File: src/sv/rlve_pkg.sv
// Shared types, constants and the run-to-bytes coding function for the
// run-length value encoder. No dependencies.
package rlve_pkg;

  localparam logic [7:0]  RunCap    = 8'd255;
  localparam logic [15:0] ShortMask = 16'hFF80;
  localparam logic [15:0] ValueSat  = 16'h7FFF;
  localparam logic [7:0]  LongMark  = 8'h80;

  localparam int unsigned MaxBytes  = 6;
  localparam int unsigned FifoDepth = 4;
  localparam int unsigned FifoAw    = $clog2(FifoDepth);
  localparam int unsigned FifoCw    = $clog2(FifoDepth + 1);

  // Bytes of one closed run: count byte, then one or two value bytes.
  typedef struct packed {
    logic [2:0][7:0] bytes;
    logic [1:0]      len;
  } run_bytes_t;

  // One queued command: all bytes caused by one input item.
  typedef struct packed {
    logic [MaxBytes-1:0][7:0] bytes;
    logic [2:0]               len;
    logic                     last;
  } cmd_t;

  typedef struct packed {
    logic valid;
    cmd_t cmd;
  } front_req_t;

  typedef struct packed {
    logic full;
    logic empty;
  } fifo_stat_t;

  function automatic run_bytes_t build_run(input logic [7:0] cnt, input logic [15:0] val);
    run_bytes_t  r;
    logic [15:0] sat;
    sat = val[15] ? ValueSat : val;
    r.bytes[0] = cnt;
    if ((val & ShortMask) == 16'd0) begin
      r.bytes[1] = val[7:0];
      r.bytes[2] = 8'd0;
      r.len      = 2'd2;
    end else begin
      r.bytes[1] = LongMark | sat[15:8];
      r.bytes[2] = sat[7:0];
      r.len      = 2'd3;
    end
    return r;
  endfunction

endpackage

File: src/sv/rlve_front.sv
// Front end: run tracking and classification of each accepted value.
// Builds the complete byte command for the item. Depends on rlve_pkg.
module rlve_front import rlve_pkg::*; (
  input  logic        clk_i,
  input  logic        rst_ni,
  input  logic        accept_i,
  input  logic [15:0] sample_value_i,
  input  logic        final_sample_i,
  output front_req_t  req_o
);

  logic [15:0] held_q, held_d;
  logic [7:0]  count_q, count_d;

  always_comb begin
    logic [15:0] new_held;
    logic [7:0]  new_count;
    logic        has_a;
    run_bytes_t  ra, rb;
    logic [2:0]  off, j, len_b;

    has_a     = 1'b0;
    new_held  = sample_value_i;
    new_count = 8'd1;
    if (count_q == 8'd0) begin
      has_a = 1'b0;
    end else if (sample_value_i == held_q && count_q < RunCap) begin
      new_held  = held_q;
      new_count = count_q + 8'd1;
    end else begin
      has_a = 1'b1;
    end

    ra    = build_run(count_q, held_q);
    rb    = build_run(new_count, new_held);
    off   = has_a ? {1'b0, ra.len} : 3'd0;
    len_b = final_sample_i ? {1'b0, rb.len} : 3'd0;

    req_o.valid    = accept_i & (has_a | final_sample_i);
    req_o.cmd.len  = off + len_b;
    req_o.cmd.last = final_sample_i;
    for (int i = 0; i < MaxBytes; i++) begin
      j = 3'(i) - off;
      if (has_a && (3'(i) < {1'b0, ra.len})) begin
        req_o.cmd.bytes[i] = ra.bytes[j[1:0] + 2'(off)];
      end else if (j < 3'd3) begin
        req_o.cmd.bytes[i] = rb.bytes[j[1:0]];
      end else begin
        req_o.cmd.bytes[i] = 8'd0;
      end
    end

    held_d  = held_q;
    count_d = count_q;
    if (accept_i) begin
      held_d  = final_sample_i ? 16'd0 : new_held;
      count_d = final_sample_i ? 8'd0 : new_count;
    end
  end

  always_ff @(posedge clk_i or negedge rst_ni) begin
    if (!rst_ni) begin
      held_q  <= '0;
      count_q <= '0;
    end else begin
      held_q  <= held_d;
      count_q <= count_d;
    end
  end

endmodule

File: src/sv/rlve_fifo.sv
// Command queue between front end and serializer.
// Depth from rlve_pkg::FifoDepth. Depends on rlve_pkg.
module rlve_fifo import rlve_pkg::*; (
  input  logic       clk_i,
  input  logic       rst_ni,
  input  front_req_t req_i,
  input  logic       pop_i,
  output cmd_t       head_o,
  output fifo_stat_t stat_o
);

  cmd_t              mem_q [FifoDepth];
  logic [FifoAw-1:0] wr_q, rd_q;
  logic [FifoCw-1:0] cnt_q;
  logic              wr_en, rd_en;

  assign stat_o.full  = (cnt_q == FifoCw'(FifoDepth));
  assign stat_o.empty = (cnt_q == '0);
  assign wr_en        = req_i.valid & ~stat_o.full;
  assign rd_en        = pop_i & ~stat_o.empty;
  assign head_o       = mem_q[rd_q];

  always_ff @(posedge clk_i) begin
    if (wr_en) begin
      mem_q[wr_q] <= req_i.cmd;
    end
  end

  always_ff @(posedge clk_i or negedge rst_ni) begin
    if (!rst_ni) begin
      wr_q  <= '0;
      rd_q  <= '0;
      cnt_q <= '0;
    end else begin
      if (wr_en) begin
        wr_q <= (wr_q == FifoAw'(FifoDepth - 1)) ? '0 : wr_q + 1'b1;
      end
      if (rd_en) begin
        rd_q <= (rd_q == FifoAw'(FifoDepth - 1)) ? '0 : rd_q + 1'b1;
      end
      cnt_q <= cnt_q + FifoCw'(wr_en) - FifoCw'(rd_en);
    end
  end

endmodule

File: src/sv/rlve_back.sv
// Back end: serializes one queued command into output bytes, one per transfer.
// Depends on rlve_pkg.
module rlve_back import rlve_pkg::*; (
  input  logic       clk_i,
  input  logic       rst_ni,
  input  cmd_t       head_i,
  input  logic       head_valid_i,
  output logic       head_pop_o,
  input  logic       pop_i,
  output logic       empty_o,
  output logic [7:0] out_byte_o,
  output logic       item_done_o,
  output logic       stream_done_o
);

  cmd_t       cmd_q;
  logic       valid_q;
  logic [2:0] idx_q;
  logic       last_byte, take, done;

  assign last_byte     = (idx_q == cmd_q.len - 3'd1);
  assign take          = pop_i & valid_q;
  assign done          = take & last_byte;
  assign head_pop_o    = head_valid_i & (~valid_q | done);
  assign empty_o       = ~valid_q;
  assign out_byte_o    = cmd_q.bytes[idx_q];
  assign item_done_o   = last_byte;
  assign stream_done_o = last_byte & cmd_q.last;

  always_ff @(posedge clk_i) begin
    if (head_pop_o) begin
      cmd_q <= head_i;
    end
  end

  always_ff @(posedge clk_i or negedge rst_ni) begin
    if (!rst_ni) begin
      valid_q <= 1'b0;
      idx_q   <= '0;
    end else if (head_pop_o) begin
      valid_q <= 1'b1;
      idx_q   <= '0;
    end else if (done) begin
      valid_q <= 1'b0;
    end else if (take) begin
      idx_q <= idx_q + 3'd1;
    end
  end

endmodule

File: src/sv/run_length_value_encoder_core.sv
// Run-length value encoder, top level.
// Throughput: one value per cycle while the command queue has room; the input
// stalls only on a full queue. Output runs at one byte per cycle while pop is
// high and a command is ready, with no gap between commands; an item emits 0
// to 6 bytes. Its first byte passes the command queue, then the serializer
// register. Reset (async, active low) drops any run, empties queue and serializer.
module run_length_value_encoder_core import rlve_pkg::*; (
  input  logic        clk_i,
  input  logic        rst_ni,
  // input queue side
  input  logic        push,
  output logic        full,
  input  logic [15:0] sample_value_i,
  input  logic        final_sample_i,
  // result queue side
  output logic        empty,
  input  logic        pop,
  output logic [7:0]  out_byte_o,
  output logic        item_done_o,
  output logic        stream_done_o
);

  front_req_t front_req;
  cmd_t       head;
  fifo_stat_t fstat;
  logic       accept;
  logic       head_pop;

  // Input transfer: gated only by queue occupancy, never by the serializer.
  assign full   = fstat.full;
  assign accept = push & ~fstat.full;

  // Front end tracks the open run and turns each item into a byte command:
  // the closed run (value change or count cap) and, on the last value, the
  // flushed run. Items that close nothing push no command.
  rlve_front u_front (
    .clk_i,
    .rst_ni,
    .accept_i       (accept),
    .sample_value_i,
    .final_sample_i,
    .req_o          (front_req)
  );

  // Short queue lets the front keep taking values during multi-byte bursts.
  rlve_fifo u_fifo (
    .clk_i,
    .rst_ni,
    .req_i  (front_req),
    .pop_i  (head_pop),
    .head_o (head),
    .stat_o (fstat)
  );

  // Serializer holds one command and steps through its bytes on each pop.
  rlve_back u_back (
    .clk_i,
    .rst_ni,
    .head_i        (head),
    .head_valid_i  (~fstat.empty),
    .head_pop_o    (head_pop),
    .pop_i         (pop),
    .empty_o       (empty),
    .out_byte_o,
    .item_done_o,
    .stream_done_o
  );

`ifndef SYNTH
  // A final value always produces a command.
  a_final_cmd: assert property (@(posedge clk_i) disable iff (!rst_ni)
    accept && final_sample_i |-> front_req.valid)
    else $error("final value produced no command");

  // Commands carry at least one run (2 bytes) and at most two (6 bytes).
  a_cmd_len: assert property (@(posedge clk_i) disable iff (!rst_ni)
    front_req.valid |-> (front_req.cmd.len >= 3'd2) && (front_req.cmd.len <= 3'd6))
    else $error("bad command length");

  // End of stream is only flagged on the last byte of an item.
  a_stream_item: assert property (@(posedge clk_i) disable iff (!rst_ni)
    !empty && stream_done_o |-> item_done_o)
    else $error("stream_done without item_done");

  // A full queue stays full until the serializer drains it.
  a_full_hold: assert property (@(posedge clk_i) disable iff (!rst_ni)
    full && !head_pop |=> full)
    else $error("queue left full state without a read");
`endif

endmodule

File: config.mk
export PLATFORM = sky130hd
export DESIGN_NAME = run_length_value_encoder_core
export DESIGN_NICKNAME = d
export VERILOG_FILES = /design/src/sv/rlve_pkg.sv /design/src/sv/rlve_front.sv /design/src/sv/rlve_fifo.sv /design/src/sv/rlve_back.sv /design/src/sv/run_length_value_encoder_core.sv
export SDC_FILE = /design/constraint.sdc
export NUM_CORES = 1
export LEC_CHECK = 0
export ABC_AREA = 1
export BUFFER_PORTS_ARGS = -buffer_cell sky130_fd_sc_hd__clkbuf_2
export CAP_MARGIN = 20
export CORE_MARGIN = 2
export CORE_UTILIZATION = 45
export CTS_CLUSTER_SIZE = 14
export DETAILED_ROUTE_END_ITERATION = 6
export GPL_TIMING_DRIVEN = 0
export HOLD_SLACK_MARGIN = 0.08
export PLACE_DENSITY_LB_ADDON = 0.2
export SLEW_MARGIN = 10
export SYNTH_ARGS = -nofsm -noshare
export SYNTH_HDL_FRONTEND = slang
export SYNTH_SLANG_ARGS = --single-unit
File: constraint.sdc
create_clock -name clk_i -period 5.95 [get_ports clk_i]
set_clock_uncertainty 0.2 [all_clocks]
set_input_delay 0.2975 -clock clk_i [delete_from_list [all_inputs] [get_ports clk_i]]
set_output_delay 0.2975 -clock clk_i [all_outputs]
set_load 0.1 [all_outputs]
Word-level counts from Yosys, hierarchy flattened
Memory sizes are Yosys's and may differ from the RTL's. A register that Yosys moved wholly into a read port is not among the register bits. Index checks and enable logic that the tools add are counted.

Register bits after elaboration: 35. Memory bits (writable): 208. Input bits: 21. Output and inout port bits: 12. Memories: 1.

Memory list: u_fifo.mem_q (words 4, width 52, read ports 1, clocked after Yosys merged registers in 1, wr ports 1, line rlve_fifo.sv:12) `cmd_t mem_q [FifoDepth];`.

Add/sub/neg operators: 19. $lt $le $gt $ge: 24. Eq/ne operators: 6. Mux-type cells: 60. Bitwise logic cells: 13. Reductions and logical operators: 13.

Operator list (number): $mux 8 (26); $bmux 8 s2 (11); $mux 16 (5); $lt 2x3->1 const B (11); $logic_not 16->1 (2); $mux 15 (2); $bmux 8 s3 (1); $lt 3x2->1 const B (6); $eq 16x16->1 (1); $add 2x2->2 (5); $mux 3 (3); $add 8x1->8 const B (1); $and 1x1->1 (8); $logic_not 8->1 (1); $lt 8x8->1 const B (1); $mux 1 (8); $mux 2 (4); $logic_and 1x1->1 (6); $lt 3x2->1 const A (2); $sub 1x3->3 const A (2); $sub 2x3->3 const A (2); $sub 3x3->3 const A (2); $add 2x1->2 const B (2); $eq 2x2->1 const B (2); other kinds (16) (21).

Longest topological paths before layout
Gate-level depths: netlist of run 1.

Depth after elaboration: 10. Gate-level depth with buffers: 14. Mapped depth without buffers: 13.

By module
A second synthesis of run 1 with hierarchy kept.

Cells, all modules: 1230. Area, all modules: 13201.4 µm².

Modules (own cells, without submodules): rlve_fifo (times used 1, cells each 666, area an instance 8635.8 µm², sequential area each 6421.2 µm²); rlve_back (times used 1, cells each 187, area an instance 2275.9 µm², sequential area each 1661.6 µm²); rlve_front (times used 1, cells each 374, area an instance 2275.9 µm², sequential area each 600.6 µm²); run_length_value_encoder_core (times used 1, cells each 3, area an instance 13.8 µm², sequential area each 0.0 µm²).

Worst setup path after synthesis of run 1
Ideal clock, no wire load.

Path kind: register to register. Start point: reg u_front.count_q[0]. End point: mem u_fifo.mem_q[0][0] (netlist name), enable pin. Arrival time: 4.023 ns. Data required time: 5.288 ns. Path slack: 1.265 ns. Stages on the path, launching flop included: 12. Path buffers: 1. Period minus slack after synthesis: 4.685 ns. Path through: dfrtp_1 ha_1 nand3_1 nor2_1 nand4_1 nand3_2 nand2_1 buf_2 ha_1 nor2_1 inv_1 nor2_1.

Cells in the longest elaborated chain, start to end: 9. Elaborated cells between the ends (all ways): 10. Classes of those cells: order compare (1); mux (4); bitwise (3); reduce/logical (2).

Ends and longest elaborated chain: from (decl) (line rlve_front.sv:13) `logic [7:0] count_q, count_d;`; from (signal assigned) (line rlve_front.sv:67) `count_q <= count_d;`; $lt 8x8->1 (line rlve_front.sv:27) `end else if (sample_value_i == held_q && count_q < RunCap) begin`; $logic_and 1x1->1 (line rlve_front.sv:27); $mux 1 (line rlve_front.sv:27); $mux 1 (*) (line rlve_front.sv:25) `if (count_q == 8'd0) begin`; $or 1x1->1 (*) (line rlve_front.sv:39) `req_o.valid = accept_i & (has_a | final_sample_i);`; $and 1x1->1 (*) (line rlve_front.sv:39); $and 1x1->1 (*) (line rlve_fifo.sv:19) `assign wr_en = req_i.valid & ~stat_o.full;`; named net u_fifo.wr_en (line rlve_fifo.sv:15) `logic wr_en, rd_en;`; $mux 1 (*) (line rlve_fifo.sv:24) `if (wr_en) begin`; $mux 1 (not written as such) (*) (line rlve_fifo.sv:25) `mem_q[wr_q] <= req_i.cmd;`; to (decl) (line rlve_fifo.sv:12).

Mark *: on every way through the listed nets, which the timed path passes. The rest lies on a longest branch.

Worst setup path in the final report of run 1
Start point: reg u_front.count_q[0]. End point: mem u_fifo.mem_q[1][27] (netlist name), enable pin.

Same word-level chain as after synthesis.

==> impl_metrics.py, run 1 <==
metrics = {
    "cts": {
        "post_cts_buffers": 0,
        "cts_tree": "yes",
        "cts_buffer_depth": 3,
        "cts_max_level": 1,
        "ctsResizeCount": 0,
        "clk_pin_slew_ns": 0.06,
        "root_buffer": "clkbuf_16",
        "cts.sinks": 295,
        "clk_latency_ns": 0.57,
        "cts_hold_buf": 18,
        "cts_buffers": 31,
    },
    "global_route": {
        "grt_overflow": 0,
        "grt_pass1_wl_um": 47500,
        "antenna_found_initial": 0,
        "grt_max_degree": 36,
        "track_usage_pct": 21.8,
        "grt_pass1_vias": 8275,
    },
    "critical_path": {
        "cp_cell_sequence": "ha_1 > nand3_1 > nor2_1 > nand4_1 > nand3_2 > nand2_1 > buf_2 > ha_1 > nor2_1 > inv_1 > nor2_4 > buf_16 > buf_12",
        "cpPeakStageDelay_ns": 0.54,
        "path_max_fanout": 22,
        "arrival_ns": 4.13,
        "crit_required_ns": 5.99,
        "ff2ff_setup_slack_ns": 1.86,
        "regToRegStartpoint": "u_front.count_q[0]",
        "cpLargestDelayFamily": "simple AND/OR/NAND/NOR gates",
        "cpMaxStageDelayCell": "nor2_4",
        "r2r_cells": 13,
        "crit_path_end_kind": "flip-flop",
        "crit_buf_inv": 4,
        "worstSetupPathType": "flip-flop to flip-flop",
        "crit_path_start_kind": "flip-flop",
        "reg2reg_to": "u_fifo.mem_q[1][27]",
    },
    "final_layout": {
        "instances_no_fill": 1589,
        "fin_util_pct": 53.5,
        "antennaDiodeCount": 0,
        "multi_input_area_um2": 3260,
        "final_area_um2": 14500,
        "nets": 1231,
        "nFillCells": 2298,
        "drive_above_1_share_pct": 9.45,
        "seqCellArea_um2": 8680,
        "syn2layout_area_growth_pct": 16.2,
    },
    "yosys": {
        "yosysMostFrequentCell": "edfxtp_1",
        "syn_inst": 1102,
        "post_synth_mux_area_share_pct": 0,
        "synth_compound_area_share_pct": 11.1,
        "synth_top_family_by_area": "simple AND/OR/NAND/NOR gates",
        "synth_edf_count": 260,
        "synth_top_area_cell": "edfxtp_1",
        "synth_area_leaders": "edfxtp_1 63%, dfrtp_1 7.0%, o21ai_0 6.6%",
        "ys_seq_area_share_pct": 69.5,
        "ys_top_cells_by_count": "260 x edfxtp_1, 192 x nor2_1, 165 x o21ai_0",
        "synth_cell_types": 28,
        "netlist_area_um2": 12500,
        "synth_xor_area_share_pct": 0.982,
        "postSynthAreaPerCell_um2": 11.3,
        "yosys.area_share.adder_pct": 1.56,
        "synth_nets": 1138,
        "yosysTopAreaCellShare_pct": 62.5,
        "synth-simple-area-share_pct": 12.2,
        "ys.flop_type": "edfxtp_1",
        "yosysWarnings": 0,
        "yosys_register_bits": 295,
        "async_flop_share_pct": 11.9,
    },
    "route": {
        "wl_um": 31100,
        "drc": 0,
        "num_vias": 8570,
        "viasPerCell": 5.39,
        "drtIter0Drc": 849,
        "wl_per_cell_um": 19.6,
        "dr.pass1.iters": 5,
        "ant_nets": 0,
    },
    "place": {
        "numPortBuffers": 32,
        "dpl_cell_area_um2": 13400,
        "routabilityCongestion": 0.898,
        "dp_cells": 1515,
        "dp_hpwl_um": 21500,
    },
    "power_and_ir_drop": {
        "netSwitchingFraction_pct": 38.3,
        "p_switching_mw": 2.78,
        "max-vdd-ir-drop_mv": 0.245,
        "combinationalPowerShare_pct": 34.4,
        "powerDensity_nw_per_um2": 500,
        "p_clk_share_pct": 24.8,
        "power.static_leakage_nw": 5.45,
        "seqPwrFrac_pct": 40.8,
        "p_int_mw": 4.48,
    },
    "outcome": {
        "status": "finished, final reports clean",
    },
    "floorplan": {
        "die_h_um": 171,
        "initial_core_util_pct": 46.1,
        "dieArea_um2": 29100,
        "coreArea_um2": 27100,
        "die_w_um": 171,
        "pin_count": 33,
        "num_rows": 60,
    },
    "timing": {
        "worst_slew_pin_slew_ns": 0.975,
        "period_needed_ns": 4.09,
        "hold_viol": 0,
        "setup_viol": 0,
        "drv_slew": 0,
        "rsz0062_at_grt": "no",
        "fmax_mhz": 245,
        "min_period_over_period_pct": 68.7,
        "slew_headroom_pct": 34.3,
    },
    "worst_hold_path": {
        "hp-class": "input port to asynchronous set/reset pin",
    },
    "job": {
        "cap_violations": 0,
    },
}
power groups by stage:
| stage | clock network, mW | registers (mW) | logic [mW] |
|---|---|---|---|
| after floorplan | 0 | 2.98 | 1.64 |
| after global placement | 0 | 3.04 | 2.36 |
| after detailed placement | 0 | 3.00 | 2.48 |
| after CTS | 1.83 | 2.96 | 2.50 |
| after global routing | 1.90 | 2.99 | 2.73 |
| final | 1.80 | 2.96 | 2.49 |
cell usage in the layout (no fill, tap or decap), types with 27 or more instances in the layout:
master / Yosys / final
clkbuf_1: 42 / 47
clkbuf_16: 0 / 31
clkbuf_2: 0 / 32
dfrtp_1: 35 / 35
edfxtp_1: 260 / 260
inv_1: 87 / 86
nand2_1: 132 / 132
nand3_1: 27 / 27
nor2_1: 192 / 188
o21ai_0: 165 / 165
o22ai_1: 67 / 67
per-stage QoR:
stage / total power, mW / setup WS [ns] / setup TNS, ns / hold slack [ns]
6_report: 7.25 / 1.86 / 0 / 0.0338
5_1_grt: 7.62 / 1.66 / 0 / 0.0894
4_1_cts: 7.29 / 1.90 / 0 / 0.203
2_1_floorplan: 4.62 / 1.27 / 0 / -0.198
3_3_place_gp: 5.39 / -1.11 / -216.90 / 0.328
3_5_place_dp: 5.48 / 1.94 / 0 / 0.336
cell type report:
| type | instances | share of cell area (%) |
|---|---|---|
| multi-input combinational | 660 | 22.5 |
| buffer | 56 | 1.60 |
| clock buffer | 36 | 5.48 |
| tap | 372 | 3.21 |
| sequential | 295 | 59.8 |
| inverter | 91 | 2.35 |
| clock inverter | 19 | 1.07 |
| timing repair buffer | 60 | 3.98 |
state kept, by name, indices dropped and copies added, names as in the netlist:
| name | cells |
|---|---|
| u_fifo.rd_q | 2 |
| u_front.held_q | 16 |
| u_back.idx_q | 3 |
| u_fifo.wr_q | 2 |
| u_front.count_q | 8 |
| u_fifo.cnt_q | 3 |
| u_fifo.mem_q | 208 |
| u_back.cmd_q | 52 |
| u_back.valid_q | 1 |
layer usage:
| metal | global-route usage, % | vias to the layer above | wire length [µm] |
|---|---|---|---|
| met5 | 0 | - | 0 |
| li1 | - | 4077 | - |
| met1 | 29.8 | 4109 | 13100 |
| met2 | 36.0 | 323 | 14900 |
| met3 | 3.54 | 61 | 2230 |
| met4 | 6.91 | 0 | 942 |
how the worst max path moves through the flow:
stage / start / endpoint / slack, ns / cells past startpoint
floorplan: u_front.count_q[0] / u_fifo.mem_q[0][0] / 1.27 / 11
global placement: u_front.count_q[0] / u_fifo.mem_q[3][27] / -1.11 / 11
detailed placement: u_front.count_q[0] / u_fifo.mem_q[2][32] / 1.94 / 13
CTS: u_front.count_q[0] / u_fifo.mem_q[1][27] / 1.90 / 13
global route: u_front.count_q[0] / u_fifo.mem_q[1][31] / 1.66 / 13
finish: u_front.count_q[0] / u_fifo.mem_q[1][27] / 1.86 / 13
logic make-up (layout without fill, tap and decap cells):
group | Yosys count | in the layout
XOR/XNOR | 14 | 14
adder cells (fa/ha/maj) | 15 | 15
buffers and inverters | 147 | 262
AO/OA/AOI/OAI | 253 | 253
flip-flops | 295 | 295
AND/OR/NAND/NOR | 378 | 378
Note: power is estimated with default switching activity, not from simulation.
==> run 2: changes to the inputs <==
clock period = 3.6 ns   (was 5.95 ns; I/O delays follow)
==> impl_metrics.py, run 2 (synthesis results as in run 1) <==
metrics = {
    "final_layout": {
        "top_register": "u_fifo.mem_q",
        "syn2layout_area_growth_pct": 17.5,
        "largest_reg_flops": 208,
        "nets": 1245,
        "fin_util_pct": 54.1,
        "antennaDiodeCount": 0,
        "layout_commonest_cell": "edfxtp_1",
        "top_regs": "u_fifo.mem_q x208, u_back.cmd_q x52, u_front.held_q x16",
        "drive_above_1_share_pct": 10.3,
        "final_cell_mix": "260 x edfxtp_1, 187 x nor2_1, 165 x o21ai_0",
    },
    "cts": {
        "cts.sinks": 295,
        "root_buffer": "clkbuf_16",
        "cts_max_level": 1,
        "cts_tree": "yes",
        "clk_latency_ns": 0.56,
        "cts_buffer_depth": 3,
        "cts_buffers": 30,
        "clk_pin_slew_ns": 0.06,
    },
    "floorplan": {
        "dieArea_um2": 29100,
        "coreArea_um2": 27100,
        "initial_core_util_pct": 46.1,
        "num_rows": 60,
        "die_h_um": 171,
        "pin_count": 33,
        "die_w_um": 171,
    },
    "timing": {
        "slew_headroom_pct": 37.0,
        "worst_slew_pin_slew_ns": 0.934,
        "setup_viol": 0,
        "period_needed_ns": 3.39,
        "fmax_mhz": 295,
        "hold_viol": 0,
        "drv_slew": 0,
        "min_period_over_period_pct": 94.2,
        "fin_tns_setup_ns": 0,
        "rsz0062_at_grt": "yes",
    },
    "power_and_ir_drop": {
        "max-vdd-ir-drop_mv": 0.402,
        "seqPwrFrac_pct": 40.2,
        "p_switching_mw": 4.59,
        "power.static_leakage_nw": 5.54,
        "p_int_mw": 7.56,
        "p_clk_share_pct": 25.5,
        "netSwitchingFraction_pct": 37.8,
        "combinationalPowerShare_pct": 34.3,
        "powerDensity_nw_per_um2": 828,
    },
    "route": {
        "drtIter0Drc": 813,
        "wl_per_cell_um": 19.3,
        "wl_um": 31000,
        "dr.pass1.iters": 5,
        "viasPerCell": 5.38,
        "drc": 0,
        "num_vias": 8636,
        "ant_nets": 0,
    },
    "global_route": {
        "grt_pass1_wl_um": 47600,
        "antenna_found_initial": 0,
        "track_usage_pct": 21.8,
        "grt_overflow": 0,
        "grt_max_degree": 37,
        "grt_pass1_vias": 8148,
    },
    "critical_path": {
        "path_depth": 13,
        "crit_path_start_kind": "flip-flop",
        "crit_buf_inv": 4,
        "ff2ff_setup_slack_ns": 0.21,
        "regToRegStartpoint": "u_front.count_q[0]",
        "crit_required_ns": 3.64,
        "cp_cell_sequence": "ha_1 > nand3_1 > nor2_1 > nand4_1 > nand3_2 > nand2_1 > buf_2 > ha_1 > nor2_4 > inv_1 > nor2_4 > buf_16 > buf_12",
        "crit_path_end_kind": "flip-flop",
        "endpoint": "u_fifo.mem_q[2][27]",
        "r2r_cells": 13,
        "cpLargestDelayFamily": "simple AND/OR/NAND/NOR gates",
        "crit_start": "u_front.count_q[0]",
        "path_max_fanout": 25,
        "cpMaxStageDelayCell": "dfrtp_1",
        "cpPeakStageDelay_ns": 0.41,
        "worstSetupPathType": "flip-flop to flip-flop",
        "arrival_ns": 3.43,
        "reg2reg_to": "u_fifo.mem_q[2][27]",
    },
    "outcome": {
        "status": "finished, final reports clean",
    },
    "job": {
        "cap_violations": 0,
    },
    "place": {
        "numPortBuffers": 32,
        "dp_hpwl_um": 21500,
        "routabilityCongestion": 0.892,
    },
    "worst_hold_path": {
        "hp-class": "input port to flip-flop",
        "hold_depth": 4,
    },
}
==> run 2: cell types whose count changed in the layout (fill, tap and decap cells not counted), moves of 2 or more <==
cell      delta
inv_6        -2
clkbuf_1     +5
clkbuf_8     +2
buf_4       +14
clkinv_2     -3
==> run 2: worst register-to-register path, stage by stage (launching register included) <==
cell	delay [ns]
dfrtp_1	0.41
ha_1	0.20
nand3_1	0.13
nor2_1	0.16
nand4_1	0.14
nand3_2	0.18
nand2_1	0.11
buf_2	0.21
ha_1	0.24
nor2_4	0.23
inv_1	0.23
nor2_4	0.21
buf_16	0.19
buf_12	0.22
==> run 2: what timing repair did <==
item / CTS / global route
setup buffers: 4 / 10
hold buffers: 18 / 1
setup endpoints to repair: 193 / 159
pin swaps: 3 / 0
gates resized for setup: 1 / 1
hold endpoints to repair: 74 / 14
==> run 2: area by class of cell <==
class	count	area (µm²)
plain buffers	56	231
clock buffers	43	841
clock inverters	13	141
fillers	2322	12400
inverters	91	345
multi-input cells	660	3270
flip-flops and latches	295	8680
well taps	372	465
repair buffers	75	693
==> run 2: per-layer routing <==
layer	up-vias	GRT usage [%]	share of wire [%]
met5	-	0	0
met4	0	5.95	2.4
met3	51	2.61	6.0
met2	278	36.3	48
met1	4214	30.4	44
li1	4093	-	-
==> run 2: worst min-delay path by stage <==
stage                             from                  to  slack (ns)
CTS                 sample_value_i[15]  u_front.held_q[15]        0.08
detailed placement              rst_ni  u_front.count_q[0]        0.22
global route        sample_value_i[15]  u_front.held_q[15]        0.16
finish              sample_value_i[15]  u_front.held_q[15]        0.09
global placement                rst_ni  u_front.count_q[0]        0.21
floorplan                       rst_ni     u_back.idx_q[0]       -0.32
==> run 2: power groups by stage <==
stage	combinational [mW]	clock (mW)	sequential, mW
finish	4.17	3.09	4.88
global route	4.57	3.26	4.93
CTS	4.13	3.13	4.88
detailed placement	4.09	0	4.95
global placement	3.90	0	4.99
floorplan	2.72	0	4.90
==> run 2: through the flow <==
step | cell area (µm²) | hold WS, ns | std cells | total power [mW] | worst slack (ns)
after detailed placement | 13400 | 0.216 | 1515 | 9.05 | -0.542
after global routing | 14700 | 0.163 | 1605 | 12.8 | -0.0165
after global placement | 13100 | 0.210 | 1506 | 8.89 | -1.92
after floorplan | 12500 | -0.316 | 1102 | 7.62 | -0.252
final | 14700 | 0.0884 | 1605 | 12.1 | 0.208
after CTS | 14600 | 0.0838 | 1593 | 12.2 | 0.00199
